--- config.mk ---
export PLATFORM = sky130hd
export DESIGN_NAME = tcp_option_mss_parser_flat
export DESIGN_NICKNAME = d
export VERILOG_FILES = /design/src/rtl/core/tomp_pkg.sv /design/src/rtl/core/tomp_option_if.sv /design/src/rtl/core/tomp_result_if.sv /design/src/rtl/core/tcp_option_mss_parser.sv /design/src/rtl/core/tomp_in_stage.sv /design/src/rtl/core/tomp_walker.sv /design/src/rtl/core/tomp_out_stage.sv /design/src/flat_wrapper.sv
export VERILOG_INCLUDE_DIRS = /design/src /design/src/rtl/core
export SDC_FILE = /design/constraint.sdc
export NUM_CORES = 1
export LEC_CHECK = 0
export ABC_AREA = 1
export BUFFER_PORTS_ARGS = -buffer_cell sky130_fd_sc_hd__buf_2
export CORE_ASPECT_RATIO = 0.7
export CORE_MARGIN = 4
export CORE_UTILIZATION = 40
export DETAILED_ROUTE_END_ITERATION = 8
export PLACE_DENSITY_LB_ADDON = 0.2
export SYNTH_ARGS = -nofsm -noshare
export SYNTH_HDL_FRONTEND = slang
export SYNTH_HIERARCHICAL = 1
export SYNTH_SLANG_ARGS = --single-unit
--- constraint.sdc ---
create_clock -name clk -period 5 [get_ports clk]
set_input_delay 0.25 -clock clk [delete_from_list [all_inputs] [get_ports clk]]
set_output_delay 0.25 -clock clk [all_outputs]
set_load 0.01 [all_outputs]
--- src/rtl/core/tcp_option_mss_parser_defines.svh ---
// ---------------------------------------------------------------------------
// TCP option MSS parser assertion macros
// Shared concurrent assertion forms for the option parser.
// ---------------------------------------------------------------------------
`ifndef TCP_OPTION_MSS_PARSER_DEFINES_SVH
`define TCP_OPTION_MSS_PARSER_DEFINES_SVH

// Clocked assertion that is switched off while reset is high.
`define TOMP_ASSERT(label, clk, rst, prop, msg) \
  label: assert property (@(posedge clk) disable iff (rst) prop) else $error(msg);

// Clocked assertion that also holds during reset.
`define TOMP_ASSERT_ALWAYS(label, clk, prop, msg) \
  label: assert property (@(posedge clk) prop) else $error(msg);

`endif

--- src/rtl/core/tomp_pkg.sv ---
// ---------------------------------------------------------------------------
// TCP option MSS parser package
// Field widths, option kind codes, parse phases and the item structures.
// ---------------------------------------------------------------------------
package tomp_pkg;

  localparam int unsigned BYTE_W = 8;
  localparam int unsigned MSS_W  = 16;

  // Option kind codes.
  localparam logic [BYTE_W-1:0] KIND_END = 8'h00;
  localparam logic [BYTE_W-1:0] KIND_NOP = 8'h01;
  localparam logic [BYTE_W-1:0] KIND_MSS = 8'h02;

  // Lengths and offsets within an option.
  localparam logic [BYTE_W-1:0] LEN_MIN       = 8'd2;
  localparam logic [BYTE_W-1:0] MSS_MIN_LEN   = 8'd4;
  localparam logic [BYTE_W-1:0] OFS_LEN       = 8'd1;
  localparam logic [BYTE_W-1:0] OFS_MSS_HIGH  = 8'd2;
  localparam logic [BYTE_W-1:0] OFS_MSS_LOW   = 8'd3;

  // Parse phase, one-hot.
  typedef enum logic [3:0] {
    PH_KIND = 4'b0001,
    PH_LEN  = 4'b0010,
    PH_BODY = 4'b0100,
    PH_STOP = 4'b1000
  } phase_t;

  // One option byte with its marks and the stored MSS.
  typedef struct packed {
    logic [BYTE_W-1:0] option_byte;
    logic              first_byte;
    logic              last_byte;
    logic [MSS_W-1:0]  current_mss;
  } option_item_t;

  // One parse result.
  typedef struct packed {
    logic [MSS_W-1:0] new_mss;
    logic             mss_reduced;
    logic             malformed;
  } mss_result_t;

endpackage

--- src/rtl/core/tomp_option_if.sv ---
// ---------------------------------------------------------------------------
// Option byte channel
// Valid/ready channel carrying one option byte per request.
// ---------------------------------------------------------------------------
interface tomp_option_if;
  import tomp_pkg::*;

  logic              valid;
  logic              ready;
  logic [BYTE_W-1:0] option_byte;
  logic              first_byte;
  logic              last_byte;
  logic [MSS_W-1:0]  current_mss;

  modport source (
    output valid, option_byte, first_byte, last_byte, current_mss,
    input  ready
  );

  modport sink (
    input  valid, option_byte, first_byte, last_byte, current_mss,
    output ready
  );

endinterface

--- src/rtl/core/tomp_result_if.sv ---
// ---------------------------------------------------------------------------
// MSS result channel
// Valid/ready channel carrying one parse result per request.
// ---------------------------------------------------------------------------
interface tomp_result_if;
  import tomp_pkg::*;

  logic             valid;
  logic             ready;
  logic [MSS_W-1:0] new_mss;
  logic             mss_reduced;
  logic             malformed;

  modport source (
    output valid, new_mss, mss_reduced, malformed,
    input  ready
  );

  modport sink (
    input  valid, new_mss, mss_reduced, malformed,
    output ready
  );

endinterface

--- src/rtl/core/tcp_option_mss_parser.sv ---
// ---------------------------------------------------------------------------
// TCP option MSS parser
// Walks the TCP option area byte by byte and reports the reduced MSS.
// ---------------------------------------------------------------------------
// The parser takes one option byte per cycle, save for the stall below: a
// byte is held in an input register, the walker updates its parse state
// from it in one pass, and a byte marked last loads the result register
// as the walker consumes it. The first byte of an area restarts the walk
// and samples the stored MSS; the result carries the smallest MSS seen,
// whether a received MSS lowered it, and whether a bad option length
// stopped the walk. Only a result that waits in the output register can
// stall the input, and only for a last byte.
`include "tcp_option_mss_parser_defines.svh"

module tcp_option_mss_parser (
  input  logic          clk,
  input  logic          rst,
  tomp_option_if.sink   options,
  tomp_result_if.source result
);
  import tomp_pkg::*;

  logic         held_valid;
  option_item_t held_item;
  logic         advance;
  logic         can_load;
  mss_result_t  outcome;

  // A held byte is consumed unless it is a last byte with no room for its result.
  assign advance = held_valid && (!held_item.last_byte || can_load);

  tomp_in_stage u_in_stage (
    .clk        (clk),
    .rst        (rst),
    .options    (options),
    .advance    (advance),
    .held_valid (held_valid),
    .held_item  (held_item)
  );

  tomp_walker u_walker (
    .clk     (clk),
    .rst     (rst),
    .step    (advance),
    .item    (held_item),
    .outcome (outcome)
  );

  tomp_out_stage u_out_stage (
    .clk      (clk),
    .rst      (rst),
    .load     (advance && held_item.last_byte),
    .outcome  (outcome),
    .can_load (can_load),
    .result   (result)
  );

  // A new result only ever comes from a consumed last byte.
  `TOMP_ASSERT(a_result_from_last, clk, rst,
    $rose(result.valid) |-> $past(advance && held_item.last_byte),
    "Result appeared without a consumed last byte")

  // A byte that is not consumed stays in the input register unchanged.
  `TOMP_ASSERT(a_held_byte_kept, clk, rst,
    held_valid && !advance |=> held_valid && $stable(held_item),
    "Held option byte was lost or overwritten")

  // With the result register empty the input side never stalls.
  `TOMP_ASSERT(a_no_stall_when_empty, clk, rst,
    !result.valid |-> options.ready,
    "Input stalled while the result register was empty")

endmodule

--- src/rtl/core/tomp_in_stage.sv ---
// ---------------------------------------------------------------------------
// Input register
// Holds one accepted option byte until the walker consumes it.
// ---------------------------------------------------------------------------
module tomp_in_stage (
  input  logic                  clk,
  input  logic                  rst,
  tomp_option_if.sink           options,
  input  logic                  advance,
  output logic                  held_valid,
  output tomp_pkg::option_item_t held_item
);
  import tomp_pkg::*;

  logic accept;

  // The register frees up in the same cycle as it is consumed.
  assign options.ready = !held_valid || advance;
  assign accept        = options.valid && options.ready;

  // Valid flag.
  always_ff @(posedge clk) begin
    if (rst) begin
      held_valid <= 1'b0;
    end else if (accept) begin
      held_valid <= 1'b1;
    end else if (advance) begin
      held_valid <= 1'b0;
    end
  end

  // Payload.
  always_ff @(posedge clk) begin
    if (accept) begin
      held_item.option_byte <= options.option_byte;
      held_item.first_byte  <= options.first_byte;
      held_item.last_byte   <= options.last_byte;
      held_item.current_mss <= options.current_mss;
    end
  end

endmodule

--- src/rtl/core/tomp_walker.sv ---
// ---------------------------------------------------------------------------
// Option walker
// Parse state and the one-byte update of the option walk.
// ---------------------------------------------------------------------------
module tomp_walker (
  input  logic                   clk,
  input  logic                   rst,
  input  logic                   step,
  input  tomp_pkg::option_item_t item,
  output tomp_pkg::mss_result_t  outcome
);
  import tomp_pkg::*;

  phase_t            phase;
  phase_t            phase_base;
  phase_t            phase_next;
  logic [BYTE_W-1:0] offset;
  logic [BYTE_W-1:0] offset_base;
  logic [BYTE_W-1:0] offset_next;
  logic [BYTE_W-1:0] length;
  logic [BYTE_W-1:0] length_base;
  logic [BYTE_W-1:0] length_next;
  logic              is_mss;
  logic              is_mss_base;
  logic              is_mss_next;
  logic [BYTE_W-1:0] mss_high;
  logic [BYTE_W-1:0] mss_high_base;
  logic [BYTE_W-1:0] mss_high_next;
  logic [MSS_W-1:0]  running_mss;
  logic [MSS_W-1:0]  running_mss_base;
  logic [MSS_W-1:0]  running_mss_next;
  logic              reduced;
  logic              reduced_base;
  logic              reduced_next;
  logic              malformed;
  logic              malformed_base;
  logic              malformed_next;
  logic [BYTE_W-1:0] b;
  logic [MSS_W-1:0]  received_mss;

  assign b            = item.option_byte;
  assign received_mss = {mss_high_base, b};

  // A first byte restarts the parse from the stored MSS.
  always_comb begin
    if (item.first_byte) begin
      phase_base       = PH_KIND;
      offset_base      = '0;
      length_base      = '0;
      is_mss_base      = 1'b0;
      mss_high_base    = '0;
      running_mss_base = item.current_mss;
      reduced_base     = 1'b0;
      malformed_base   = 1'b0;
    end else begin
      phase_base       = phase;
      offset_base      = offset;
      length_base      = length;
      is_mss_base      = is_mss;
      mss_high_base    = mss_high;
      running_mss_base = running_mss;
      reduced_base     = reduced;
      malformed_base   = malformed;
    end
  end

  // One byte of the option walk.
  always_comb begin
    phase_next       = phase_base;
    offset_next      = offset_base;
    length_next      = length_base;
    is_mss_next      = is_mss_base;
    mss_high_next    = mss_high_base;
    running_mss_next = running_mss_base;
    reduced_next     = reduced_base;
    malformed_next   = malformed_base;
    unique case (phase_base)
      PH_KIND: begin
        if (b == KIND_END) begin
          phase_next = PH_STOP;
        end else if (b != KIND_NOP) begin
          is_mss_next = (b == KIND_MSS);
          offset_next = OFS_LEN;
          phase_next  = PH_LEN;
        end
      end
      PH_LEN: begin
        if (b < LEN_MIN) begin
          // A length that cannot cover its own header stops the walk.
          malformed_next = 1'b1;
          phase_next     = PH_STOP;
        end else begin
          length_next = b;
          if (b < MSS_MIN_LEN) begin
            is_mss_next = 1'b0;
          end
          if (b == LEN_MIN) begin
            phase_next = PH_KIND;
          end else begin
            offset_next = OFS_MSS_HIGH;
            phase_next  = PH_BODY;
          end
        end
      end
      PH_BODY: begin
        if (is_mss_base) begin
          if (offset_base == OFS_MSS_HIGH) begin
            mss_high_next = b;
          end else if (offset_base == OFS_MSS_LOW) begin
            if (received_mss < running_mss_base) begin
              running_mss_next = received_mss;
              reduced_next     = 1'b1;
            end
          end
        end
        offset_next = offset_base + 8'd1;
        if (offset_next >= length_base) begin
          phase_next = PH_KIND;
        end
      end
      PH_STOP: begin
        phase_next = PH_STOP;
      end
      default: begin
        phase_next = PH_KIND;
      end
    endcase
  end

  assign outcome.new_mss     = running_mss_next;
  assign outcome.mss_reduced = reduced_next;
  assign outcome.malformed   = malformed_next;

  // Parse state registers.
  always_ff @(posedge clk) begin
    if (rst) begin
      phase       <= PH_KIND;
      offset      <= '0;
      length      <= '0;
      is_mss      <= 1'b0;
      mss_high    <= '0;
      running_mss <= '0;
      reduced     <= 1'b0;
      malformed   <= 1'b0;
    end else if (step) begin
      phase       <= phase_next;
      offset      <= offset_next;
      length      <= length_next;
      is_mss      <= is_mss_next;
      mss_high    <= mss_high_next;
      running_mss <= running_mss_next;
      reduced     <= reduced_next;
      malformed   <= malformed_next;
    end
  end

endmodule

--- src/rtl/core/tomp_out_stage.sv ---
// ---------------------------------------------------------------------------
// Result register
// Holds one parse result until the downstream side takes it.
// ---------------------------------------------------------------------------
module tomp_out_stage (
  input  logic                  clk,
  input  logic                  rst,
  input  logic                  load,
  input  tomp_pkg::mss_result_t outcome,
  output logic                  can_load,
  tomp_result_if.source         result
);
  import tomp_pkg::*;

  // Free when empty or being emptied this cycle.
  assign can_load = !result.valid || result.ready;

  // Valid flag.
  always_ff @(posedge clk) begin
    if (rst) begin
      result.valid <= 1'b0;
    end else if (load) begin
      result.valid <= 1'b1;
    end else if (result.ready) begin
      result.valid <= 1'b0;
    end
  end

  // Payload.
  always_ff @(posedge clk) begin
    if (load) begin
      result.new_mss     <= outcome.new_mss;
      result.mss_reduced <= outcome.mss_reduced;
      result.malformed   <= outcome.malformed;
    end
  end

endmodule
--- src/flat_wrapper.sv ---
// flat-port wrapper written by rule: the top's interface ports become plain ports
module tcp_option_mss_parser_flat import tomp_pkg::*;
  (clk, rst, options_valid, options_option_byte, options_first_byte, options_last_byte, options_current_mss, options_ready, result_valid, result_new_mss, result_mss_reduced, result_malformed, result_ready);
  tomp_option_if options_i ();
  tomp_result_if result_i ();
  input  logic clk;
  input  logic rst;
  input wire logic [$bits(options_i.valid)-1:0] options_valid;
  input wire logic [$bits(options_i.option_byte)-1:0] options_option_byte;
  input wire logic [$bits(options_i.first_byte)-1:0] options_first_byte;
  input wire logic [$bits(options_i.last_byte)-1:0] options_last_byte;
  input wire logic [$bits(options_i.current_mss)-1:0] options_current_mss;
  output wire logic [$bits(options_i.ready)-1:0] options_ready;
  output wire logic [$bits(result_i.valid)-1:0] result_valid;
  output wire logic [$bits(result_i.new_mss)-1:0] result_new_mss;
  output wire logic [$bits(result_i.mss_reduced)-1:0] result_mss_reduced;
  output wire logic [$bits(result_i.malformed)-1:0] result_malformed;
  input wire logic [$bits(result_i.ready)-1:0] result_ready;
  assign options_i.valid = options_valid;
  assign options_i.option_byte = options_option_byte;
  assign options_i.first_byte = options_first_byte;
  assign options_i.last_byte = options_last_byte;
  assign options_i.current_mss = options_current_mss;
  assign options_ready = options_i.ready;
  assign result_valid = result_i.valid;
  assign result_new_mss = result_i.new_mss;
  assign result_mss_reduced = result_i.mss_reduced;
  assign result_malformed = result_i.malformed;
  assign result_i.ready = result_ready;
  tcp_option_mss_parser u_core (.clk(clk), .rst(rst), .options(options_i), .result(result_i));
endmodule
* Word level (Yosys, flattened, before mapping)
Index checks and enable logic that the tools add are counted.
** Cells by class
- Eq/ne operators :: 8
- Add/subtract/negate cells :: 1
- Div/mod/pow operators :: 0
- Order comparisons :: 4
- Shift operators :: 0
- $mul :: 0
- Bitwise operators :: 0
- Mux-type cells :: 45
- Reductions and logical operators :: 12
** Operator list (count)
- $mux W16 :: 6
- $mux W8 :: 12
- $eq A8 B2 Y1 const B :: 3
- $pmux W8 S3 :: 1
- $mux W4 :: 5
- $mux W1 :: 18
- $lt A16 B16 Y1 :: 1
- $pmux W4 S4 :: 1
- $add A8 B1 Y8 const B :: 1
- $ge A8 B8 Y1 :: 1
- $logic_not A8 Y1 :: 1
- $lt A8 B2 Y1 const B :: 1
- $lt A8 B3 Y1 const B :: 1
- $ne A8 B1 Y1 const B :: 1
- $eq A4 B1 Y1 const B :: 1
- $eq A4 B2 Y1 const B :: 1
- $eq A4 B3 Y1 const B :: 1
- $eq A4 B4 Y1 const B :: 1
- $reduce_bool A2 Y1 :: 2
- $logic_and A1 B1 Y1 :: 3
- $logic_not A1 Y1 :: 3
- $logic_or A1 B1 Y1 :: 3
- $mux W3 :: 1
- $pmux W1 S2 :: 1
** Storage, ports and cells
- Bits in writable memories :: 0
- Latch bits :: 0
- Word-level logic and storage cells :: 87
- Memory bits (read-only) :: 0
- Memories :: 0
- Register bits after elaboration :: 93

* Depth between registers and ports, before layout
Gate-level depths: netlist of run 1.
- Depth after elaboration :: 7
- Gate-level depth with buffers :: 19
- Depth with buffers taken out :: 17

* Modules after synthesis
The synthesis of run 1 kept the hierarchy.
** Modules (own cells, without submodules)
- tomp_walker :: instances 1, seq. area each 940.9 µm², area each 3560.9 µm², cells an instance 526
- tomp_in_stage :: instances 1, seq. area each 800.8 µm², area each 828.3 µm², cells an instance 32
- tomp_out_stage :: instances 1, seq. area each 560.5 µm², area each 583.1 µm², cells an instance 23
- tcp_option_mss_parser :: instances 1, seq. area each 0.0 µm², area each 25.0 µm², cells an instance 5

* Least setup slack after synthesis of run 1
No wires, ideal clock.
- Path kind :: flip-flop to flip-flop
- From :: register, netlist name u_core/u_in_stage/held_item[17]
- To :: register u_core.u_walker.phase[0]
- Buffers on the path :: 3
- Stages on the path, launching flop included :: 19
- Setup slack :: 2266 ps
- Data required time :: 4881 ps
- Arrival time :: 2615 ps
- Clock period less this slack :: 2734 ps
- Cells stage by stage :: edfxtp_1 > buf_6 > buf_6 > clkbuf_1 > nor2_1 > ha_1 > inv_1 > nor3_1 > nand3_1 > xor2_1 > ha_1 > nand2_1 > nor2_1 > nand4_1 > nand3_1 > nand2_1 > o211ai_1 > o21ai_0 > nand2_1
** Between the ends
- Word-level cells in the longest chain between the ends :: 5
** RTL lines
- $mux W8 :: line tomp_walker.sv:46 : if (item.first_byte) begin
- $add A8 B1 Y8 :: line tomp_walker.sv:116 : offset_next = offset_base + 8'd1;
- $ge A8 B8 Y1 :: line tomp_walker.sv:117 : if (offset_next >= length_base) begin
- $mux W4 :: line tomp_walker.sv:117
- $pmux W4 S4 (*) :: line tomp_walker.sv:77 : unique case (phase_base)
- to (signal assigned) :: line tomp_walker.sv:146 : phase <= phase_next;
- to (decl) :: line tomp_walker.sv:14 : phase_t phase;
Mark *: on every way between the ends. The rest lies on a longest branch, timed or not.
A chain may end at the register's enable or synchronous reset.

* Worst setup path in the final report of run 1
- From :: register, netlist name u_core/u_in_stage/held_item[17]
- To :: register u_core.u_walker.running_mss[14]
** Between the ends
- Word-level cells in the longest chain between the ends :: 7
** RTL lines
- $mux W8 or $mux W16 (tied branches) :: line tomp_walker.sv:46
- $lt A16 B16 Y1 :: line tomp_walker.sv:110 : if (received_mss < running_mss_base) begin
- $mux W16 :: line tomp_walker.sv:110
- $mux W16 :: line tomp_walker.sv:109 : end else if (offset_base == OFS_MSS_LOW) begin
- $mux W16 :: line tomp_walker.sv:107 : if (offset_base == OFS_MSS_HIGH) begin
- $mux W16 :: line tomp_walker.sv:106 : if (is_mss_base) begin
- $mux W16 (*) :: line tomp_walker.sv:77
- to (signal assigned) :: line tomp_walker.sv:151 : running_mss <= running_mss_next;
- to (decl) :: line tomp_walker.sv:29 : logic [MSS_W-1:0] running_mss;
Marked as above.

==> results of run 1 <==
-- registers in the layout, summed over array words and instances (netlist names), 4 cells and up --
signal                             flops
u_core/u_in_stage/held_item           26
u_core/u_out_stage/result.new_mss     16
u_core/u_walker/running_mss           16
u_core/u_walker/length                 8
u_core/u_walker/phase                  4
u_core/u_walker/mss_high               8
u_core/u_walker/offset                 8
-- worst max path at each step --
| stage | endpoint |
|---|---|
| finish | u_core/u_walker/running_mss[14] |
| global route | u_core/u_walker/running_mss[14] |
| CTS | u_core/u_out_stage/result.new_mss[1] |
| detailed placement | u_core/u_out_stage/result.new_mss[11] |
| global placement | u_core/u_out_stage/result.new_mss[1] |
| floorplan | u_core/u_walker/phase[0] |
-- cells in the mapped netlist (all sizes together) --
cell type and count:
inv 96, clkbuf 18, nand2 107, nor3 4, edfxtp 44, dfxtp 49
nor2 38, a211oi 10, mux2i 15, o21ai 52, nand3 32, xnor2 1
or2 1, xor2 3, o21a 1, a31oi 8, clkinv 1, nand4 6
ha 25, and2 1, a21oi 54, buf 11, o211ai 9
-- worst max-delay path: cells and delay by family, from the launching register on --
family / cells / cell delay (ns)
fa+ha+maj: 1 / 0.29
buf+inv: 1 / 0.41
flops: 1 / 0.96
mux: 1 / 0.30
compound gates: 3 / 0.41
simple gates: 6 / 0.90
-- area by class of cell --
class	count	area, um^2	area share (%)
Sequential cell	93	2302	40.98
Clock inverter	7	71.32	1.269
Timing Repair Buffer	52	267.8	4.766
Tap cell	157	196.4	3.497
Multi-Input combinational cell	367	2188	38.95
Clock buffer	9	225.2	4.009
Inverter	97	366.6	6.526
-- report_power, final --
group	internal (mW)	switching [mW]
clock network	0.389	0.303
logic	0.0899	0.164
registers	0.852	0.0259
total	1.33	0.493
-- metal layers --
metal | vias up | wire [um] | share of wire [%] | global-route usage [%]
met5 | - | 0 | 0 | 0
met4 | 0 | 70 | 0.60 | 3.761
met3 | 5 | 779 | 6.7 | 3.681
met2 | 143 | 5003 | 43 | 25.75
met1 | 1862 | 5726 | 49 | 23.79
li1 | 2008 | - | - | -
-- kinds of logic after synthesis --
kind of cell | count (synthesis)
DFF | 93
xor gates and xnor gates | 4
muxes | 15
and+or+nand+nor | 189
adders and majority gates | 25
AOI/OAI and AO/OA | 134
buffers and inverters | 126
-- per-stage QoR --
stage          area (um^2)  power (mW)  util, %
3_5_place_dp          5321       1.147    44.44
4_1_cts               5618       1.840    46.92
2_1_floorplan         4997       1.077        -
6_report              5618       1.824    46.92
3_3_place_gp          5321       1.140    44.44
5_1_grt               5618       1.912    46.92
==> impl_metrics.prom, run 1 <==
# TYPE chip_impl_metric gauge
chip_impl_metric{name="ctsResizeCount",unit=""} 0
chip_impl_metric{name="minimum_clock_period_after_layout",unit="ns"} 3.394
chip_impl_info{name="most_common_cell_after_layout_fill_and_taps_aside",value="sky130_fd_sc_hd__inv_1"} 1
chip_impl_metric{name="timing.final.max_slew_violations",unit=""} 0
chip_impl_info{name="crit_type",value="register to register"} 1
chip_impl_metric{name="tightestPinTransition",unit="ns"} 0.9885
chip_impl_info{name="worstHoldEndpoint",value="u_core/u_in_stage/held_item[6]"} 1
chip_impl_info{name="cp-startpoint",value="u_core/u_in_stage/held_item[17]"} 1
chip_impl_metric{name="drt_first_iter_violations",unit=""} 341
chip_impl_metric{name="synth-seq-cells",unit=""} 93
chip_impl_metric{name="globalRouteTotalUtil",unit="%"} 16.57
chip_impl_metric{name="worst-endpoint-arrival",unit="ns"} 3.67
chip_impl_metric{name="final_nets",unit=""} 675
chip_impl_info{name="synth_top_family_by_area",value="simple AND/OR/NAND/NOR gates"} 1
chip_impl_metric{name="syn-num-nets",unit=""} 641
chip_impl_metric{name="wl_per_cell",unit="um"} 14.81
chip_impl_metric{name="insertion_delay",unit="ns"} 0.34
chip_impl_metric{name="hpwlAfterDp",unit="mm"} 8.098
chip_impl_metric{name="netlist.area_leader.share",unit="%"} 26.44
chip_impl_metric{name="route.vias.total",unit=""} 4018
chip_impl_metric{name="number_of_clock_sinks_seen_by_cts",unit=""} 93
chip_impl_metric{name="postRouteAntennaNets",unit=""} 0
chip_impl_metric{name="finalHoldViolCount",unit=""} 0
chip_impl_metric{name="placementRows",unit=""} 33
chip_impl_metric{name="final.hold.worst_slack",unit="ns"} 0.07753
chip_impl_metric{name="floorplan.die_area",unit="mm^2"} 0.01437
chip_impl_metric{name="ctsHoldBuffers",unit=""} 0
chip_impl_info{name="timing.critical_path.to_type",value="register"} 1
chip_impl_metric{name="post_synthesis_instance_area",unit="mm^2"} 0.004997
chip_impl_metric{name="worst_slack",unit="ns"} 1.606
chip_impl_info{name="min-delay-start",value="options_current_mss[6]"} 1
chip_impl_metric{name="critical_path_required",unit="ns"} 5.27
chip_impl_info{name="timing.rr.start",value="u_core/u_in_stage/held_item[17]"} 1
chip_impl_info{name="cts_root_buffer",value="sky130_fd_sc_hd__clkbuf_16"} 1
chip_impl_metric{name="netlist-cell-type-count",unit=""} 34
chip_impl_metric{name="numCtsBuffers",unit=""} 9
chip_impl_info{name="synth.largest_area_cell",value="sky130_fd_sc_hd__edfxtp_1"} 1
chip_impl_metric{name="pwr_density_cell",unit="mW/mm^2"} 324.6
chip_impl_metric{name="grt.overflow.total",unit=""} 0
chip_impl_info{name="end_of_the_worst_register_to_register_path",value="u_core/u_walker/running_mss[14]"} 1
chip_impl_info{name="holdCritPathClass",value="input pin to register"} 1
chip_impl_metric{name="drc",unit=""} 0
chip_impl_metric{name="synth-compound-area-share",unit="%"} 15.60
chip_impl_metric{name="layoutNonFillerInstCount",unit=""} 782
chip_impl_metric{name="cts_setup_buffers",unit=""} 0
chip_impl_metric{name="vdd.ir_drop.worst",unit="uV"} 177.1
chip_impl_metric{name="post_drt_via_cell_ratio",unit=""} 5.138
chip_impl_metric{name="slowest_delay",unit="ns"} 0.96
chip_impl_metric{name="path_clk_slew",unit="ns"} 0.07
chip_impl_metric{name="setup_violations",unit=""} 0
chip_impl_info{name="crit_chain",value="buf_4, mux2i_1, ha_1, a21oi_1, nor2_1, a211oi_1, nand2_1, nand2_2, nand2_4, nand2_1, nand2_1, a21oi_1"} 1
chip_impl_metric{name="totalNegativeSetupSlack",unit="ns"} 0
chip_impl_metric{name="place.gp.congestion",unit=""} 0.8409
chip_impl_metric{name="grt_antenna_before_repair",unit=""} 0
chip_impl_info{name="critPathSlowestCell",value="sky130_fd_sc_hd__edfxtp_1"} 1
chip_impl_metric{name="numPlacedInstances",unit=""} 766
chip_impl_metric{name="floorplan.initialDensity",unit="%"} 41.73
chip_impl_metric{name="post_synth_fa_ha_maj_area_fraction",unit="%"} 6.259
chip_impl_metric{name="synth_warnings",unit=""} 6
chip_impl_metric{name="setup.reg_to_reg.worst_slack",unit="ns"} 1.61
chip_impl_info{name="cp_common_cell",value="sky130_fd_sc_hd__nand2_1"} 1
chip_impl_metric{name="dp_slack",unit="ns"} 1.635
chip_impl_metric{name="min_path_cells",unit=""} 1
chip_impl_metric{name="finClkSkew",unit="ns"} 0.007038
chip_impl_metric{name="achievable-frequency",unit="MHz"} 294.6
chip_impl_metric{name="firstDrtPassIters",unit=""} 5
chip_impl_metric{name="muxShareOfSynthArea",unit="%"} 3.005
chip_impl_info{name="tritoncts",value="built"} 1
chip_impl_info{name="commonest_cells_after_routing_fill_and_taps_aside",value="sky130_fd_sc_hd__inv_1 (92), sky130_fd_sc_hd__nand2_1 (78), sky130_fd_sc_hd__o21ai_0 (52)"} 1
chip_impl_info{name="synthTopCellsByArea",value="sky130_fd_sc_hd__edfxtp_1 (26%), sky130_fd_sc_hd__dfxtp_1 (20%), sky130_fd_sc_hd__inv_1 (6.9%), sky130_fd_sc_hd__ha_1 (6.3%), sky130_fd_sc_hd__nand2_1 (5.9%)"} 1
chip_impl_metric{name="yosys.area_share.simple",unit="%"} 18.00
chip_impl_metric{name="design.core.area",unit="mm^2"} 0.01197
chip_impl_metric{name="design.portCount",unit=""} 50
chip_impl_metric{name="area_share_of_xor_xnor_cells_in_the_synthesized_design",unit="%"} 0.7011
chip_impl_metric{name="final_min_period_over_clock_period",unit="%"} 67.88
chip_impl_metric{name="syn_to_final_growth",unit="%"} 12.42
chip_impl_metric{name="synth_area_per_cell",unit="um^2"} 8.528
chip_impl_metric{name="ys_seq_area_share",unit="%"} 46.07
chip_impl_info{name="outcome",value="finished clean"} 1
chip_impl_metric{name="die_width",unit="um"} 141.6
chip_impl_metric{name="first_global_vias",unit=""} 3869
chip_impl_metric{name="max_cap_violation_count",unit=""} 0
chip_impl_metric{name="clock_tree.htree_level_count",unit=""} 3
chip_impl_metric{name="clock_path_buffers",unit=""} 2
chip_impl_metric{name="postRouteWirelength",unit="mm"} 11.58
chip_impl_metric{name="leakage_component_of_the_power",unit="nW"} 2.557
chip_impl_metric{name="global_route_wire_length_before_repair",unit="mm"} 19.02
chip_impl_metric{name="n_fill_cell",unit=""} 1145
chip_impl_info{name="grt_setup_unrepaired",value="false"} 1
chip_impl_metric{name="num_antenna_cells",unit=""} 0
chip_impl_metric{name="placement.io_buffers",unit=""} 49
chip_impl_metric{name="synthesis.instances",unit=""} 586
chip_impl_metric{name="r2r_cells",unit=""} 12
chip_impl_metric{name="slew-limit-headroom",unit="%"} 34.03
chip_impl_metric{name="final_layout_size_suffix_gt1_share",unit="%"} 19.20
chip_impl_metric{name="grt_max_degree",unit=""} 70
chip_impl_info{name="critPathLaunchType",value="register"} 1
chip_impl_metric{name="worst-path-max-fanout",unit=""} 21
chip_impl_metric{name="die_height",unit="um"} 101.5
Power figures use the tool's default switching activity.
==> run 2: changes to the inputs <==
--- a/config.mk
+++ b/config.mk
@@ -6,7 +6,7 @@
 export SDC_FILE = /design/constraint.sdc
 export NUM_CORES = 1
 export LEC_CHECK = 0
-export ABC_AREA = 1
+export ABC_AREA = 0
 export BUFFER_PORTS_ARGS = -buffer_cell sky130_fd_sc_hd__buf_2
 export CORE_ASPECT_RATIO = 0.7
 export CORE_MARGIN = 4
==> constraint.sdc (replaced) <==
create_clock -name clk -period 3.4 [get_ports clk]
set_input_delay 0.17 -clock clk [delete_from_list [all_inputs] [get_ports clk]]
set_output_delay 0.17 -clock clk [all_outputs]
set_load 0.01 [all_outputs]
==> run 2 against run 1 <==
Net effect: maximum frequency up 7.1%; critical path type unchanged; clock power increased by 56%; highest routed layer unchanged; synthesized cell count shrank 17%; cell count is 8.8% lower; cell area grew 2.4%; largest power group unchanged; die area shrank 3.6%; via count about the same; non-clock buffer count rose by 29; worst setup slack worse by 1.4 ns; critical endpoint is now u_core/u_walker/running_mss[5]; global-route usage grew 1.8 points.
==> impl_metrics.prom, run 2 <==
# TYPE chip_impl_metric gauge
chip_impl_metric{name="design_area",unit="mm^2"} 0.005751
chip_impl_metric{name="pwr_density_cell",unit="mW/mm^2"} 464.4
chip_impl_info{name="synth_top_cells_by_count",value="sky130_fd_sc_hd__nor2_1 (59), sky130_fd_sc_hd__dfxtp_1 (49), sky130_fd_sc_hd__edfxtp_1 (44), sky130_fd_sc_hd__a21oi_1 (35), sky130_fd_sc_hd__nand2_1 (32)"} 1
chip_impl_info{name="critPathLaunchType",value="register"} 1
chip_impl_metric{name="first_global_vias",unit=""} 3947
chip_impl_metric{name="fraction_of_registers_with_async_set_or_reset_after_synthesis",unit="%"} 0
chip_impl_metric{name="synth_area_per_cell",unit="um^2"} 9.866
chip_impl_info{name="holdCritPathClass",value="input pin to register"} 1
chip_impl_metric{name="grt.overflow.total",unit=""} 0
chip_impl_info{name="cts_root_buffer",value="sky130_fd_sc_hd__clkbuf_16"} 1
chip_impl_metric{name="final_nets",unit=""} 606
chip_impl_metric{name="floorplan.die_area",unit="mm^2"} 0.01386
chip_impl_metric{name="clock_path_buffers",unit=""} 2
chip_impl_metric{name="numCtsBuffers",unit=""} 9
chip_impl_metric{name="largest_reg_flops",unit=""} 26
chip_impl_metric{name="die_width",unit="um"} 139.0
chip_impl_metric{name="synth-edff-count",unit=""} 44
chip_impl_metric{name="setup_violations",unit=""} 0
chip_impl_metric{name="syn_to_final_growth",unit="%"} 19.69
chip_impl_metric{name="route.vias.total",unit=""} 4019
chip_impl_metric{name="placementRows",unit=""} 33
chip_impl_metric{name="placedInstanceArea",unit="mm^2"} 0.005204
chip_impl_metric{name="post_drt_via_cell_ratio",unit=""} 5.637
chip_impl_metric{name="global_route_wire_length_before_repair",unit="mm"} 20.40
chip_impl_metric{name="postRouteAntennaNets",unit=""} 0
chip_impl_metric{name="grt_max_degree",unit=""} 35
chip_impl_info{name="reg.largest.list",value="u_core/u_in_stage/held_item: 26 flops, u_core/u_out_stage/result.new_mss: 16 flops, u_core/u_walker/running_mss: 16 flops"} 1
chip_impl_metric{name="minimum_clock_period_after_layout",unit="ns"} 3.169
chip_impl_info{name="synth.most_common_cell",value="sky130_fd_sc_hd__nor2_1"} 1
chip_impl_metric{name="postRouteWirelength",unit="mm"} 12.38
chip_impl_metric{name="drc",unit=""} 0
chip_impl_metric{name="grt_antenna_before_repair",unit=""} 0
chip_impl_metric{name="synthesis.instances",unit=""} 487
chip_impl_metric{name="globalRouteTotalUtil",unit="%"} 18.33
chip_impl_metric{name="cts_setup_buffers",unit=""} 0
chip_impl_metric{name="place.gp.congestion",unit=""} 0.8827
chip_impl_metric{name="num_antenna_cells",unit=""} 0
chip_impl_metric{name="design.core.area",unit="mm^2"} 0.01173
chip_impl_metric{name="number_of_clock_sinks_seen_by_cts",unit=""} 93
chip_impl_metric{name="worst-endpoint-arrival",unit="ns"} 3.39
chip_impl_info{name="synthTopCellsByArea",value="sky130_fd_sc_hd__edfxtp_1 (27%), sky130_fd_sc_hd__dfxtp_1 (20%), sky130_fd_sc_hd__ha_1 (6.5%), sky130_fd_sc_hd__nor2_1 (4.6%), sky130_fd_sc_hd__a21oi_1 (3.6%)"} 1
chip_impl_metric{name="clock_tree.htree_level_count",unit=""} 3
chip_impl_metric{name="wl_met3",unit="um"} 669
chip_impl_metric{name="finalHoldViolCount",unit=""} 0
chip_impl_info{name="outcome",value="finished clean"} 1
chip_impl_info{name="routed.top_layer",value="met4"} 1
chip_impl_metric{name="insertion_delay",unit="ns"} 0.34
chip_impl_metric{name="final_layout_size_suffix_gt1_share",unit="%"} 17.45
chip_impl_metric{name="totalNegativeSetupSlack",unit="ns"} 0
chip_impl_metric{name="slew-limit-headroom",unit="%"} 16.02
chip_impl_metric{name="achievable-frequency",unit="MHz"} 315.5
chip_impl_metric{name="worst-path-max-fanout",unit=""} 34
chip_impl_metric{name="finClkSkew",unit="ns"} 0.004933
chip_impl_metric{name="final.hold.worst_slack",unit="ns"} 0.01082
chip_impl_metric{name="syn-num-nets",unit=""} 542
chip_impl_info{name="timing.critical_path.to_type",value="register"} 1
chip_impl_metric{name="vdd.ir_drop.worst",unit="uV"} 266.1
chip_impl_info{name="most_common_cell_after_layout_fill_and_taps_aside",value="sky130_fd_sc_hd__nor2_1"} 1
chip_impl_metric{name="wl_per_cell",unit="um"} 17.36
chip_impl_metric{name="wl_met2",unit="mm"} 5.372
chip_impl_metric{name="critical_path_required",unit="ns"} 3.62
chip_impl_metric{name="floorplan.initialDensity",unit="%"} 40.97
chip_impl_metric{name="post_synthesis_instance_area",unit="mm^2"} 0.004805
chip_impl_info{name="commonest_cells_after_routing_fill_and_taps_aside",value="sky130_fd_sc_hd__nor2_1 (59), sky130_fd_sc_hd__buf_2 (49), sky130_fd_sc_hd__dfxtp_1 (49)"} 1
chip_impl_metric{name="netlist-cell-type-count",unit=""} 60
chip_impl_metric{name="path_clk_slew",unit="ns"} 0.07
chip_impl_metric{name="synth_warnings",unit=""} 6
chip_impl_info{name="registers.top_by_ff_count",value="u_core/u_in_stage/held_item"} 1
chip_impl_metric{name="tightestPinTransition",unit="ns"} 1.248
chip_impl_metric{name="die_height",unit="um"} 99.70
chip_impl_metric{name="hpwlAfterDp",unit="mm"} 8.627
chip_impl_info{name="synth-main-ff-cell",value="sky130_fd_sc_hd__dfxtp_1"} 1
chip_impl_metric{name="synth-seq-cells",unit=""} 93
chip_impl_metric{name="final_min_period_over_clock_period",unit="%"} 93.21
chip_impl_info{name="crit_type",value="register to register"} 1
chip_impl_metric{name="netlist.area_leader.share",unit="%"} 27.50
chip_impl_metric{name="firstDrtPassIters",unit=""} 5
chip_impl_metric{name="max_cap_violation_count",unit=""} 0
chip_impl_metric{name="ys_seq_area_share",unit="%"} 47.92
chip_impl_metric{name="design.portCount",unit=""} 50
chip_impl_metric{name="detail_route.wirelength.met1",unit="mm"} 6.168
chip_impl_info{name="synth.largest_area_cell",value="sky130_fd_sc_hd__edfxtp_1"} 1
chip_impl_metric{name="leakage_component_of_the_power",unit="nW"} 2.244
chip_impl_metric{name="drt_first_iter_violations",unit=""} 393
chip_impl_metric{name="placement.io_buffers",unit=""} 49
chip_impl_metric{name="timing.final.max_slew_violations",unit=""} 0
chip_impl_info{name="tritoncts",value="built"} 1
chip_impl_info{name="grt_setup_unrepaired",value="false"} 1
run 2: cell count changes after synthesis, moves of 11 or more:
cell | before | now
sky130_fd_sc_hd__nor2_1 | 33 | 59
sky130_fd_sc_hd__nand2_2 | 27 | 0
sky130_fd_sc_hd__nand2_1 | 78 | 32
sky130_fd_sc_hd__nor2b_1 | 0 | 13
sky130_fd_sc_hd__o21ai_0 | 52 | 23
sky130_fd_sc_hd__a21oi_2 | 13 | 2
sky130_fd_sc_hd__and3_1 | 0 | 11
sky130_fd_sc_hd__inv_1 | 92 | 18
sky130_fd_sc_hd__a22oi_1 | 0 | 16
run 2: what timing repair did:
| action | 4_1_cts | 5_1_grt |
|---|---|---|
| endpoints found under the setup margin | 0 | 23 |
| resized for setup | 0 | 1 |
| hold buffers | 22 | 0 |
| hold endpoints to repair | 22 | 0 |
run 2: per-layer routing:
metal / vias to the layer above / track usage (%)
li1: 1927 / -
met2: 138 / 27.49
met3: 23 / 4.085
met4: 0 / 5.865
met5: - / 0
met1: 1931 / 26.41
run 2: cells by family after synthesis:
family / share of synthesized area [%]
and+or+nand+nor: 19.12
AOI/OAI and AO/OA: 17.97
DFF: 47.92
buffers and inverters: 4.193
adders and majority gates: 6.510
muxes: 3.750
xor gates and xnor gates: 0.5470
run 2: final timing paths:
path | startpoint | endpoint | slack, ns | cells after the start
worst max-delay path | u_core/u_in_stage/held_item[17] | u_core/u_walker/running_mss[5] | 0.23 | 9
worst min-delay path | options_option_byte[5] | u_core/u_in_stage/held_item[23] | 0.01 | 1
worst max register to register | u_core/u_in_stage/held_item[17] | u_core/u_walker/running_mss[5] | 0.23 | 9
worst min register to register | u_core/u_walker/length[0] | u_core/u_walker/length[0] | 0.49 | 2
run 2: power breakdown:
part           total [mW]  switching [mW]  leakage, nW  internal (mW)
combinational       0.312           0.181         1.27          0.131
clock                1.08           0.421        0.160          0.663
sequential           1.27          0.0434        0.818           1.23
total                2.67           0.645         2.24           2.03
run 2: cell type report:
| class | count | area, um^2 |
|---|---|---|
| inverter | 18 | 67.56 |
| multi-input combinational | 348 | 2306 |
| clock buffer | 10 | 239.0 |
| tap | 157 | 196.4 |
| sequential | 93 | 2302 |
| timing repair buffer | 81 | 553.0 |
| fill | 1120 | 5976 |
| clock inverter | 6 | 86.33 |
run 2: worst max-delay path: stages, from the launching register on:
cell and delay, ns:
sky130_fd_sc_hd__edfxtp_1 0.63, sky130_fd_sc_hd__buf_12 0.27, sky130_fd_sc_hd__mux2i_1 0.31, sky130_fd_sc_hd__ha_1 0.30
sky130_fd_sc_hd__a211oi_1 0.27, sky130_fd_sc_hd__o21bai_1 0.16, sky130_fd_sc_hd__o311ai_4 0.32, sky130_fd_sc_hd__nand2_4 0.22
sky130_fd_sc_hd__and3_1 0.24, sky130_fd_sc_hd__a311o_1 0.32
run 2: stage by stage:
stage / total power, mW / cells / setup WS (ns) / utilization, %
floorplan: 1.483 / 487 / 0.07899 / -
global placement: 1.578 / 675 / 0.3076 / 44.38
detailed placement: 1.587 / 675 / 0.2271 / 44.38
CTS: 2.693 / 713 / 0.2112 / 49.03
global route: 2.779 / 713 / 0.02236 / 49.04
finish: 2.671 / 713 / 0.2307 / 49.04
